[src/rtl/pbct_pkg.sv]
package pbct_pkg;

    localparam logic [5:0] TIME_MAX = 6'd59;

    localparam logic [1:0] MODE_IDLE  = 2'd0;
    localparam logic [1:0] MODE_RUN   = 2'd1;
    localparam logic [1:0] MODE_PAUSE = 2'd2;
    localparam logic [1:0] MODE_RESET = 2'd3;

    localparam logic [1:0] PH_NONE   = 2'd0;
    localparam logic [1:0] PH_SETTLE = 2'd1;
    localparam logic [1:0] PH_SET    = 2'd2;
    localparam logic [1:0] PH_START  = 2'd3;

    localparam int unsigned CFG_IDX_W = 3;
    localparam logic [CFG_IDX_W-1:0] REG_SETTLE     = 3'd0;
    localparam logic [CFG_IDX_W-1:0] REG_REPEAT     = 3'd1;
    localparam logic [CFG_IDX_W-1:0] REG_LONG_PRESS = 3'd2;
    localparam logic [CFG_IDX_W-1:0] REG_HALF_SEC   = 3'd3;

    localparam logic [3:0] SETTLE_RST     = 4'd4;
    localparam logic [3:0] REPEAT_RST     = 4'd4;
    localparam logic [7:0] LONG_PRESS_RST = 8'd31;
    localparam logic [3:0] HALF_SEC_RST   = 4'd5;

    typedef struct packed {
        logic btn_minutes;
        logic btn_seconds;
        logic btn_start;
    } t_in;

    typedef struct packed {
        logic [5:0] minutes_shown;
        logic [5:0] seconds_shown;
        logic       led_on;
        logic       alarm_on;
        logic [1:0] run_mode;
    } t_out;

    typedef struct packed {
        logic [3:0] settle_ticks;
        logic [3:0] repeat_ticks;
        logic [7:0] long_press_ticks;
        logic [3:0] half_second_ticks;
    } t_cfg;

    typedef struct packed {
        logic [5:0] minute_count;
        logic [5:0] second_count;
        logic [1:0] mode;
        logic       alarm_flag;
        logic [4:0] blink_phase_count;
        logic [1:0] press_phase;
        logic [7:0] press_tick_count;
    } t_state;

    function automatic logic [5:0] wrap_inc(input logic [5:0] v);
        return (v >= TIME_MAX) ? 6'd0 : v + 6'd1;
    endfunction

endpackage

[src/rtl/pbct_step.sv]
module pbct_step (
    input  pbct_pkg::t_state i_state,
    input  pbct_pkg::t_in    i_btn,
    input  pbct_pkg::t_cfg   i_cfg,
    output pbct_pkg::t_state o_state,
    output pbct_pkg::t_out   o_res
);
    import pbct_pkg::*;

    t_state     s;
    logic       bm;
    logic       bs;
    logic       bt;
    logic       any_btn;
    logic [3:0] half_len;
    logic [3:0] rep_len;
    logic [5:0] full_len;
    logic [4:0] blink_inc;
    logic       led;

    always_comb begin
        bm       = i_btn.btn_minutes & ~i_btn.btn_seconds & ~i_btn.btn_start;
        bs       = ~i_btn.btn_minutes & i_btn.btn_seconds & ~i_btn.btn_start;
        bt       = ~i_btn.btn_minutes & ~i_btn.btn_seconds & i_btn.btn_start;
        any_btn  = i_btn.btn_minutes | i_btn.btn_seconds | i_btn.btn_start;
        half_len = (i_cfg.half_second_ticks == 4'd0) ? 4'd1 : i_cfg.half_second_ticks;
        rep_len  = (i_cfg.repeat_ticks == 4'd0) ? 4'd1 : i_cfg.repeat_ticks;
        full_len = {1'b0, half_len, 1'b0};
        blink_inc = i_state.blink_phase_count + 5'd1;

        s = i_state;

        // blink and countdown
        if (s.mode == MODE_RUN || s.mode == MODE_PAUSE) begin
            s.blink_phase_count = blink_inc;
            if ({1'b0, blink_inc} >= full_len) begin
                s.blink_phase_count = 5'd0;
                if (s.mode == MODE_RUN) begin
                    if (s.second_count != 6'd0) begin
                        s.second_count = s.second_count - 6'd1;
                    end else if (s.minute_count != 6'd0) begin
                        s.second_count = TIME_MAX;
                        s.minute_count = s.minute_count - 6'd1;
                    end else begin
                        s.mode       = MODE_IDLE;
                        s.alarm_flag = 1'b1;
                    end
                end
            end
        end

        // press start
        if (s.press_phase == PH_NONE && any_btn) begin
            if (s.mode == MODE_RESET) begin
                s.mode = MODE_IDLE;
            end
            s.press_phase      = PH_SETTLE;
            s.press_tick_count = 8'd0;
        end

        if (s.press_phase == PH_SETTLE) begin
            if (s.press_tick_count >= {4'd0, i_cfg.settle_ticks}) begin
                if (bm || bs) begin
                    if (bm) begin
                        s.minute_count = wrap_inc(s.minute_count);
                    end else begin
                        s.second_count = wrap_inc(s.second_count);
                    end
                    s.alarm_flag       = 1'b0;
                    s.press_phase      = PH_SET;
                    s.press_tick_count = 8'd0;
                end else if (bt) begin
                    s.press_phase      = PH_START;
                    s.press_tick_count = 8'd1;
                end else begin
                    s.press_phase      = PH_NONE;
                    s.press_tick_count = 8'd0;
                end
            end else begin
                s.press_tick_count = s.press_tick_count + 8'd1;
            end
        end else if (s.press_phase == PH_SET && (bm || bs)) begin
            // auto repeat
            s.press_tick_count = s.press_tick_count + 8'd1;
            if (s.press_tick_count >= {4'd0, rep_len}) begin
                s.press_tick_count = 8'd0;
                if (bm) begin
                    s.minute_count = wrap_inc(s.minute_count);
                end else begin
                    s.second_count = wrap_inc(s.second_count);
                end
                s.alarm_flag = 1'b0;
            end
        end else if (s.press_phase == PH_START) begin
            if (bt) begin
                if (s.press_tick_count != 8'd255) begin
                    s.press_tick_count = s.press_tick_count + 8'd1;
                end
            end else begin
                if (s.press_tick_count <= i_cfg.long_press_ticks) begin
                    s.mode = (s.mode == MODE_RUN) ? MODE_PAUSE : MODE_RUN;
                end else begin
                    s.mode         = MODE_RESET;
                    s.minute_count = 6'd0;
                    s.second_count = 6'd0;
                    s.alarm_flag   = 1'b0;
                end
                s.blink_phase_count = 5'd0;
                s.press_phase       = PH_NONE;
                s.press_tick_count  = 8'd0;
            end
        end else if (s.press_phase == PH_SET) begin
            // set hold lost its single button
            if (bt) begin
                s.press_phase      = PH_START;
                s.press_tick_count = 8'd1;
            end else begin
                s.press_phase      = PH_NONE;
                s.press_tick_count = 8'd0;
            end
        end

        if (s.mode == MODE_RUN || s.mode == MODE_PAUSE) begin
            led = (s.blink_phase_count < {1'b0, half_len});
        end else begin
            led = s.alarm_flag;
        end

        o_state             = s;
        o_res.minutes_shown = s.minute_count;
        o_res.seconds_shown = s.second_count;
        o_res.led_on        = led;
        o_res.alarm_on      = s.alarm_flag;
        o_res.run_mode      = s.mode;
    end

endmodule

[src/rtl/push_button_countdown_timer.sv]
// output: a result is registered and appears in the cycle after its request is accepted
// throughput: one request per cycle while o_in_stall is low, set by the single state update per tick
// a stalled result holds the request side off only while the result register is full
// reset: synchronous active-low i_rst_n; timer 00:00 idle, no press, config registers to defaults
module push_button_countdown_timer (
    input  logic                                i_clk,
    input  logic                                i_rst_n,
    input  logic                                i_in_valid,
    input  pbct_pkg::t_in                       i_in_data,
    output logic                                o_in_stall,
    output logic                                o_out_valid,
    output pbct_pkg::t_out                      o_out_data,
    input  logic                                i_out_stall,
    input  logic                                i_cfg_valid,
    input  logic [pbct_pkg::CFG_IDX_W-1:0]      i_cfg_index,
    input  logic [7:0]                          i_cfg_data,
    output logic                                o_cfg_ready
);
    import pbct_pkg::*;

    t_cfg   r_cfg;
    t_state r_state;
    t_state n_state;
    t_out   r_out;
    t_out   n_out;
    logic   r_out_valid;
    logic   in_take;

    assign o_in_stall  = r_out_valid & i_out_stall;
    assign in_take     = i_in_valid & ~o_in_stall;
    assign o_cfg_ready = 1'b1;
    assign o_out_valid = r_out_valid;
    assign o_out_data  = r_out;

    pbct_step u_step (
        .i_state (r_state),
        .i_btn   (i_in_data),
        .i_cfg   (r_cfg),
        .o_state (n_state),
        .o_res   (n_out)
    );

    always_ff @(posedge i_clk) begin
        if (!i_rst_n) begin
            r_cfg.settle_ticks      <= SETTLE_RST;
            r_cfg.repeat_ticks      <= REPEAT_RST;
            r_cfg.long_press_ticks  <= LONG_PRESS_RST;
            r_cfg.half_second_ticks <= HALF_SEC_RST;
        end else if (i_cfg_valid) begin
            case (i_cfg_index)
                REG_SETTLE:     r_cfg.settle_ticks      <= i_cfg_data[3:0];
                REG_REPEAT:     r_cfg.repeat_ticks      <= i_cfg_data[3:0];
                REG_LONG_PRESS: r_cfg.long_press_ticks  <= i_cfg_data;
                REG_HALF_SEC:   r_cfg.half_second_ticks <= i_cfg_data[3:0];
                default: ;
            endcase
        end
    end

    always_ff @(posedge i_clk) begin
        if (!i_rst_n) begin
            r_state.minute_count      <= 6'd0;
            r_state.second_count      <= 6'd0;
            r_state.mode              <= MODE_IDLE;
            r_state.alarm_flag        <= 1'b0;
            r_state.blink_phase_count <= 5'd0;
            r_state.press_phase       <= PH_NONE;
            r_state.press_tick_count  <= 8'd0;
            r_out_valid               <= 1'b0;
        end else begin
            if (in_take) begin
                r_state     <= n_state;
                r_out_valid <= 1'b1;
            end else if (!i_out_stall) begin
                r_out_valid <= 1'b0;
            end
        end
    end

    always_ff @(posedge i_clk) begin
        if (in_take) begin
            r_out <= n_out;
        end
    end

endmodule

[config.mk]
export PLATFORM = sky130hd
export DESIGN_NAME = push_button_countdown_timer
export DESIGN_NICKNAME = d
export VERILOG_FILES = /design/src/rtl/pbct_pkg.sv /design/src/rtl/pbct_step.sv /design/src/rtl/push_button_countdown_timer.sv
export SDC_FILE = /design/constraint.sdc
export NUM_CORES = 1
export LEC_CHECK = 0
export BUFFER_PORTS_ARGS = -buffer_cell sky130_fd_sc_hd__clkbuf_2
export CORE_AREA = 2 2 94 119
export CTS_CLUSTER_SIZE = 16
export DETAILED_ROUTE_END_ITERATION = 12
export DIE_AREA = 0 0 96 121
export GPL_TIMING_DRIVEN = 0
export PLACE_DENSITY = 0.69
export SKIP_LAST_GASP = 1
export SLEW_MARGIN = 10
export SYNTH_ARGS = -nofsm -noshare
export SYNTH_HDL_FRONTEND = slang
export SYNTH_HIERARCHICAL = 1
export SYNTH_SLANG_ARGS = --single-unit
[constraint.sdc]
create_clock -name i_clk -period 4.7 [get_ports i_clk]
set_input_delay 0.94 -clock i_clk [delete_from_list [all_inputs] [get_ports i_clk]]
set_output_delay 0.94 -clock i_clk [all_outputs]
set_load 0.02 [all_outputs]
==> impl_metrics.yaml, run 1 <==
floorplan:
  die-height_um: 121
  die_w_um: 96
  rows: 42
  initial_core_util_pct: 49.1
  io_pins: 38
  core_sq_mm: 0.0105
  dieArea_sq_mm: 0.0116
synth:
  yosys.area.top_type: "dfxtp_1"
  yosys_warnings: 6
  synth.distinct_cells: 81
  synthCells: 604
  synthTopCellsByArea: "dfxtp_1 20%, mux2i_1 11%, edfxtp_1 9.4%"
  synthArstFlopShare_pct: 0
  synth_top_area_share_pct: 19.9
  synth-seq-area-share_pct: 29.2
  ys_ff_latch: 67
  synth_area_per_cell_sq_um: 8.50
  syn-num-nets: 655
  synth_edf_count: 16
  synthFlopType: "dfxtp_1"
  syn-cell-area_sq_mm: 0.00513
clocking:
  post_cts_buffers: 0
  cts_hold_buf: 0
  insertion_delay_ps: 330
  htreeDepth: 3
  cts_made_buffers: 9
  root_buffer: "clkbuf_16"
  path_clk_slew_ps: 60
  numClockSinks: 67
  clock_tree.buffer_depth: 2
  tritoncts: "done"
route:
  drt_pass1_iterations: 5
  vias: 4513
  drcViolationCount: 0
  drt_iter0_drc: 285
  via_per_inst: 5.74
  ant_nets: 0
  wire_per_inst_um: 16.3
  wirelength_um: 12800
setup_path:
  worstRegToRegCells: 14
  r2r_start: "r_state[10]$_SDFFE_PN0P_"
  critPathSlowestCell: "or3_4"
  cp_top_family: "simple AND/OR/NAND/NOR gates"
  arrival_ps: 4580
  cp_max_fo: 9
  cpPeakStageDelay_ps: 420
  cp_cell_sequence: "clkbuf_2, or3_4, nand2_2, nand2_1, inv_1, ha_1, nor2_1, or2_2, ha_1, o21ai_0, o21bai_1, o21bai_4, and3_1, a211o_1, mux2_2, buf_4, nand2_1, mux2i_1"
  reg2reg_to: "o_out_data[3]$_DFFE_PP_"
  end_kind: "flip-flop"
  required_ps: 4910
  rrSetupSlack_ps: 530
  crit_type: "in2reg"
  cp-start-kind: "primary input"
  path_buf_inv: 3
outcome:
  outcome: "completed"
finish:
  post_route_cells_drive_above_1_share_pct: 17.9
  nFillCells: 980
  insertedDiodeCount: 0
  multi_input_area_sq_mm: 0.00327
  seqCellArea_sq_mm: 0.00150
  syn_to_final_growth_pct: 12.8
  final_net_count: 700
place:
  port_buffers: 34
  gp_congestion: 0.920
  dpl.hpwl_um: 9740
sta:
  finalCritPeriodShare_pct: 93.0
  timing.fmax_ghz: 0.229
  hold_violations: 0
  fin_skew_ps: 7.01
  slew_headroom_pct: 53.2
  fin_crit_ps: 4370
  finalSetupViolations: 0
  rsz0062_at_grt: "false"
  worst_slew_pin_slew_ps: 693
  drv_slew: 0
  finalSetupTns_ps: 0
grt:
  grt_max_degree: 26
  grt_util_all_layers_pct: 23.5
  grt_pass1_wl_um: 21300
  grt_pass1_vias: 4465
  antenna_found_initial: 0
  grt_remaining_overflow: 0
power:
  clockPowerShare_pct: 48.5
  combPwrFrac_pct: 9.9
  p_total_uw: 1460
  p_per_area_mw_per_mm2: 252
  swShare_pct: 23.6
  ir_worst_vdd_mv: 0.187
  seqPwrFrac_pct: 41.7
  p_int_uw: 1110
  p_leak_uw: 0.00237
  switching_power_uw: 345
hold_path:
  holdPathEnd: "r_state[8]$_SDFFE_PN0P_"
  holdPathStages: 2
  hold_class: "reg2reg"
  hold_start: "r_state[8]$_SDFFE_PN0P_"
flow_run:
  max_cap_viol_count: 0
-- flip-flops by register name, summed over array words and instances (netlist names) --
name         flops
r_cfg           20
r_state         30
o_out_data      16
o_out_valid      1
-- metrics by stage --
stage	std cells	util [%]	instance area (sq um)	setup WS [ps]	hold WS [ps]
global route	786	55.4	5790	107	497
CTS	786	55.3	5780	57.4	459
floorplan	604	-	5130	528	434
finish	786	55.4	5790	329	458
global placement	770	52.3	5470	-244	444
detailed placement	770	52.3	5470	-290	453
-- layout make-up --
type	count	area share, %
well taps	132	2.85
clock inverters	6	1.38
plain buffers	39	4.36
clock buffers	10	3.95
flip-flops and latches	67	25.9
inverters	34	2.20
repair buffers	34	2.94
multi-input cells	464	56.4
-- tightest hold or removal path: stages, from the launching register on --
cell	delay, ps
dfxtp_1	310
nand2_1	50
mux2i_1	50
-- power groups by stage --
stage          logic, uW  registers, uW  clock network [uW]
2_1_floorplan       88.5            628                   0
6_report             144            608                 707
4_1_cts              144            608                 723
3_3_place_gp         141            620                   0
3_5_place_dp         143            621                   0
5_1_grt              158            610                 754
-- repair_timing --
item                                   in CTS  in global routing
resized for setup                           0                  4
setup endpoints to repair                   0                  6
endpoints found under the hold margin       0                  0
-- cells in the final DEF, fill, tap and decap left out, drive strengths merged, types with 7 or more instances in the layout --
master	count
nand4	11
a21oi	19
xnor2	8
nor3	8
dfxtp	51
nand3	20
edfxtp	16
nor4	7
clkbuf	50
nand2b	10
buf	33
and2	13
nor2b	20
inv	34
a211oi	7
ha	32
nand2	106
nor2	23
a31oi	7
mux2i	54
o21ai	21
-- routing by layer --
metal	up-vias	wire, um	global-route usage [%]
li1	2249	-	-
met1	2111	5350	28.0
met2	122	6460	39.7
met3	31	570	5.03
met4	0	422	10.6
met5	-	0	0
-- cell families (layout without fill, tap and decap cells) --
logic type,count (synthesis),in the layout,synth area share [%]
buf+inv,73,123,7.41
other cells,1,1,0.0730
fa+ha+maj,32,32,7.80
flops,67,67,29.2
xor+xnor,11,11,1.88
compound gates,111,111,16.9
simple gates,253,253,25.7
mux,56,56,11.0
-- worst max path at each step --
stage / startpoint / endpoint / slack [ps] / depth (start not counted)
2_1_floorplan: i_in_data[2] / r_state[24]$_SDFFE_PN0P_ / 530 / 18
3_3_place_gp: i_in_data[0] / r_state[18]$_SDFFE_PN0P_ / -240 / 18
3_5_place_dp: i_in_data[0] / r_state[18]$_SDFFE_PN0P_ / -290 / 18
4_1_cts: i_in_data[0] / r_state[18]$_SDFFE_PN0P_ / 60 / 18
5_1_grt: i_in_data[0] / r_state[29]$_SDFFE_PN0P_ / 110 / 18
6_report: i_in_data[0] / r_state[24]$_SDFFE_PN0P_ / 330 / 18
-- cells in the mapped netlist, types with 3 or more instances --
library cell  number
nand4_1           11
nand2_1          106
clkbuf_1           6
nand3_1           19
o21ai_0           19
mux2i_1           54
nand2b_1           9
a21boi_0           3
buf_4             21
a31oi_1            6
nor4_1             7
and3_1             5
nor2_1            23
edfxtp_1          16
ha_1              32
or3_1              4
o41ai_1            4
nor2b_1           20
or4_1              4
buf_2             10
o21a_1             6
and2_1            11
or2_2              5
a22o_1             5
xor2_1             3
inv_1             34
a211oi_1           5
a21oi_1           19
nor3_1             7
o22ai_1            4
xnor2_1            8
o31ai_1            3
dfxtp_1           51
a31o_2             3
o211ai_1           5
Note: power is estimated with default switching activity, not from simulation.
==> run 2: changes to the inputs <==
--- a/config.mk
+++ b/config.mk
@@ -6,15 +6,14 @@
 export NUM_CORES = 1
 export LEC_CHECK = 0
 export BUFFER_PORTS_ARGS = -buffer_cell sky130_fd_sc_hd__clkbuf_2
-export CORE_AREA = 2 2 94 119
+export CORE_AREA = 2 2 92 116
 export CTS_CLUSTER_SIZE = 16
 export DETAILED_ROUTE_END_ITERATION = 12
-export DIE_AREA = 0 0 96 121
+export DIE_AREA = 0 0 94 118
 export GPL_TIMING_DRIVEN = 0
 export PLACE_DENSITY = 0.69
 export SKIP_LAST_GASP = 1
 export SLEW_MARGIN = 10
 export SYNTH_ARGS = -nofsm -noshare
 export SYNTH_HDL_FRONTEND = slang
-export SYNTH_HIERARCHICAL = 1
 export SYNTH_SLANG_ARGS = --single-unit
==> impl_metrics.yaml, run 2 <==
route:
  vias: 4703
  wirelength_um: 13600
  drt_iter0_drc: 327
  drt_pass1_iterations: 5
  drcViolationCount: 0
  via_per_inst: 5.99
  wire_per_inst_um: 17.3
  ant_nets: 0
sta:
  finalSetupTns_ps: 0
  finalCritPeriodShare_pct: 94.1
  drv_slew: 0
  worst_slack_ps: 275
  worst_slew_pin_slew_ps: 1300
  hold_violations: 0
  fin_crit_ps: 4430
  fin_skew_ps: 8.78
  finalSetupViolations: 0
  timing.fmax_ghz: 0.226
  holdWs_ps: 463
  rsz0062_at_grt: "true"
  slew_headroom_pct: 12.2
floorplan:
  rows: 41
  core_sq_mm: 0.0100
  die_w_um: 94
  io_pins: 38
  initial_core_util_pct: 48.9
  die-height_um: 118
  dieArea_sq_mm: 0.0111
power:
  p_total_uw: 1640
  p_per_area_mw_per_mm2: 296
  p_leak_uw: 0.00230
  ir_worst_vdd_mv: 0.176
synth:
  synthTopCellsByArea: "dfxtp_1 21%, edfxtp_1 9.8%, ha_1 8.2%"
  syn-cell-area_sq_mm: 0.00490
  synth_top_area_share_pct: 20.9
  ys_ff_latch: 67
  synth.most_common_cell: "nand2_1"
  syn-num-nets: 658
  yosys.area.top_type: "dfxtp_1"
  synth_area_per_cell_sq_um: 8.07
  yosys_warnings: 0
  synth-seq-area-share_pct: 30.7
  synthArstFlopShare_pct: 0
  synthFlopType: "dfxtp_1"
  synthTopCellsByCount: "74 x nand2_1, 51 x dfxtp_1, 46 x nor2_1, 41 x inv_1, 37 x a21oi_1"
  synth.distinct_cells: 83
  synthCells: 607
  synth_edf_count: 16
finish:
  syn_to_final_growth_pct: 13.0
  layout_common_cells: "74 x nand2_1, 51 x dfxtp_1, 46 x nor2_1"
  final_net_count: 702
  nFillCells: 929
  post_route_cells_drive_above_1_share_pct: 13.3
  largest_reg_flops: 30
  final_common_cell: "nand2_1"
  insertedDiodeCount: 0
  regMostFlops: "r_state"
clocking:
  tritoncts: "done"
  insertion_delay_ps: 340
  htreeDepth: 3
  numClockSinks: 67
  post_cts_buffers: 0
  clock_tree.buffer_depth: 2
  cts_hold_buf: 0
  cts_made_buffers: 9
  root_buffer: "clkbuf_16"
  path_clk_slew_ps: 60
place:
  port_buffers: 34
  post-place-ws_ps: -343
  dpl.hpwl_um: 10200
  gp_congestion: 0.956
grt:
  grt_remaining_overflow: 0
  grt_util_all_layers_pct: 25.2
  grt_max_degree: 26
  antenna_found_initial: 0
  grt_pass1_wl_um: 22200
  grt_pass1_vias: 4586
setup_path:
  arrival_ps: 4660
  end_kind: "flip-flop"
  cp_max_fo: 10
  crit_type: "in2reg"
  cp-start-kind: "primary input"
  cp-startpoint: "i_in_data[1]"
  r2r_start: "r_state[10]$_SDFFE_PN0P_"
  required_ps: 4930
hold_path:
  hold_start: "r_state[15]$_SDFFE_PN0P_"
  hold_class: "reg2reg"
outcome:
  outcome: "completed"
flow_run:
  max_cap_viol_count: 0
[run 2: changes by cell type in the layout (fill, tap and decap cells not counted), sizes merged, moves of 7 or more]
cell	change
a21o	+8
nand2	-32
clkbuf	+16
inv	+8
nor2	+25
o21ai	+12
a21oi	+18
buf	-24
and2	-7
mux2i	-43
a31oi	+7
nor3	+10
[run 2: cells by family (layout without fill, tap and decap cells)]
logic type | Yosys count | in the layout | share of synthesized area, %
compound gates | 176 | 176 | 24.9
xor+xnor | 15 | 15 | 2.68
fa+ha+maj | 34 | 34 | 8.59
buf+inv | 75 | 124 | 6.95
flops | 67 | 67 | 30.7
mux | 14 | 14 | 3.02
other cells | 1 | 1 | 0.0766
simple gates | 225 | 225 | 23.1
[run 2: critical path, stage by stage]
cell and delay (ps):
clkbuf_2 140, nor3_1 70, or3_1 300, buf_2 160, clkbuf_2 200, and2_1 280
ha_1 320, nand3_1 100, o21bai_1 170, a31o_2 250, a211oi_1 590, a211o_1 310
nand2_1 210, a2111oi_0 390, and4bb_1 230
[run 2: timing repair]
item	CTS	global route
resized for setup	1	3
endpoints found under the setup margin	1	20
cloned	0	0
[run 2: layout make-up]
type / count / area [sq um] / share of cell area [%]
repair buffers: 34 / 170 / 3.07
multi-input cells: 465 / 3060 / 55.3
clock inverters: 6 / 63.8 / 1.15
clock buffers: 10 / 239 / 4.32
inverters: 41 / 154 / 2.78
flip-flops and latches: 67 / 1500 / 27.1
plain buffers: 33 / 185 / 3.35
well taps: 129 / 161 / 2.92
[run 2: layer usage]
metal / routed length, um / vias to the layer above / track usage [%] / share of wire, %
met4: 577 / 0 / 13.1 / 4.2
li1: - / 2295 / - / -
met5: 0 / - / 0 / 0
met1: 5500 / 2226 / 29.7 / 40
met3: 676 / 43 / 3.84 / 5.0
met2: 6850 / 139 / 43.4 / 50
[run 2: per-stage QoR]
| stage | area [sq um] | cells | utilization [%] |
|---|---|---|---|
| after floorplan | 4900 | 607 | - |
| after global placement | 5230 | 770 | 52.3 |
| after detailed placement | 5230 | 770 | 52.3 |
| after CTS | 5530 | 786 | 55.3 |
| after global routing | 5530 | 785 | 55.3 |
| final | 5530 | 785 | 55.3 |
[run 2: power breakdown]
part	switching, uW	internal, uW
combinational	197	105
clock	272	425
sequential	19.4	620
[run 2: final timing paths]
kind,to,slack [ps],depth (start not counted)
worst max register to register,o_out_data[14]$_DFFE_PP_,330,15
worst min-delay path,r_state[15]$_SDFFE_PN0P_,460,2
worst min register to register,r_state[15]$_SDFFE_PN0P_,460,2
worst max-delay path,r_state[21]$_SDFFE_PN0P_,270,15
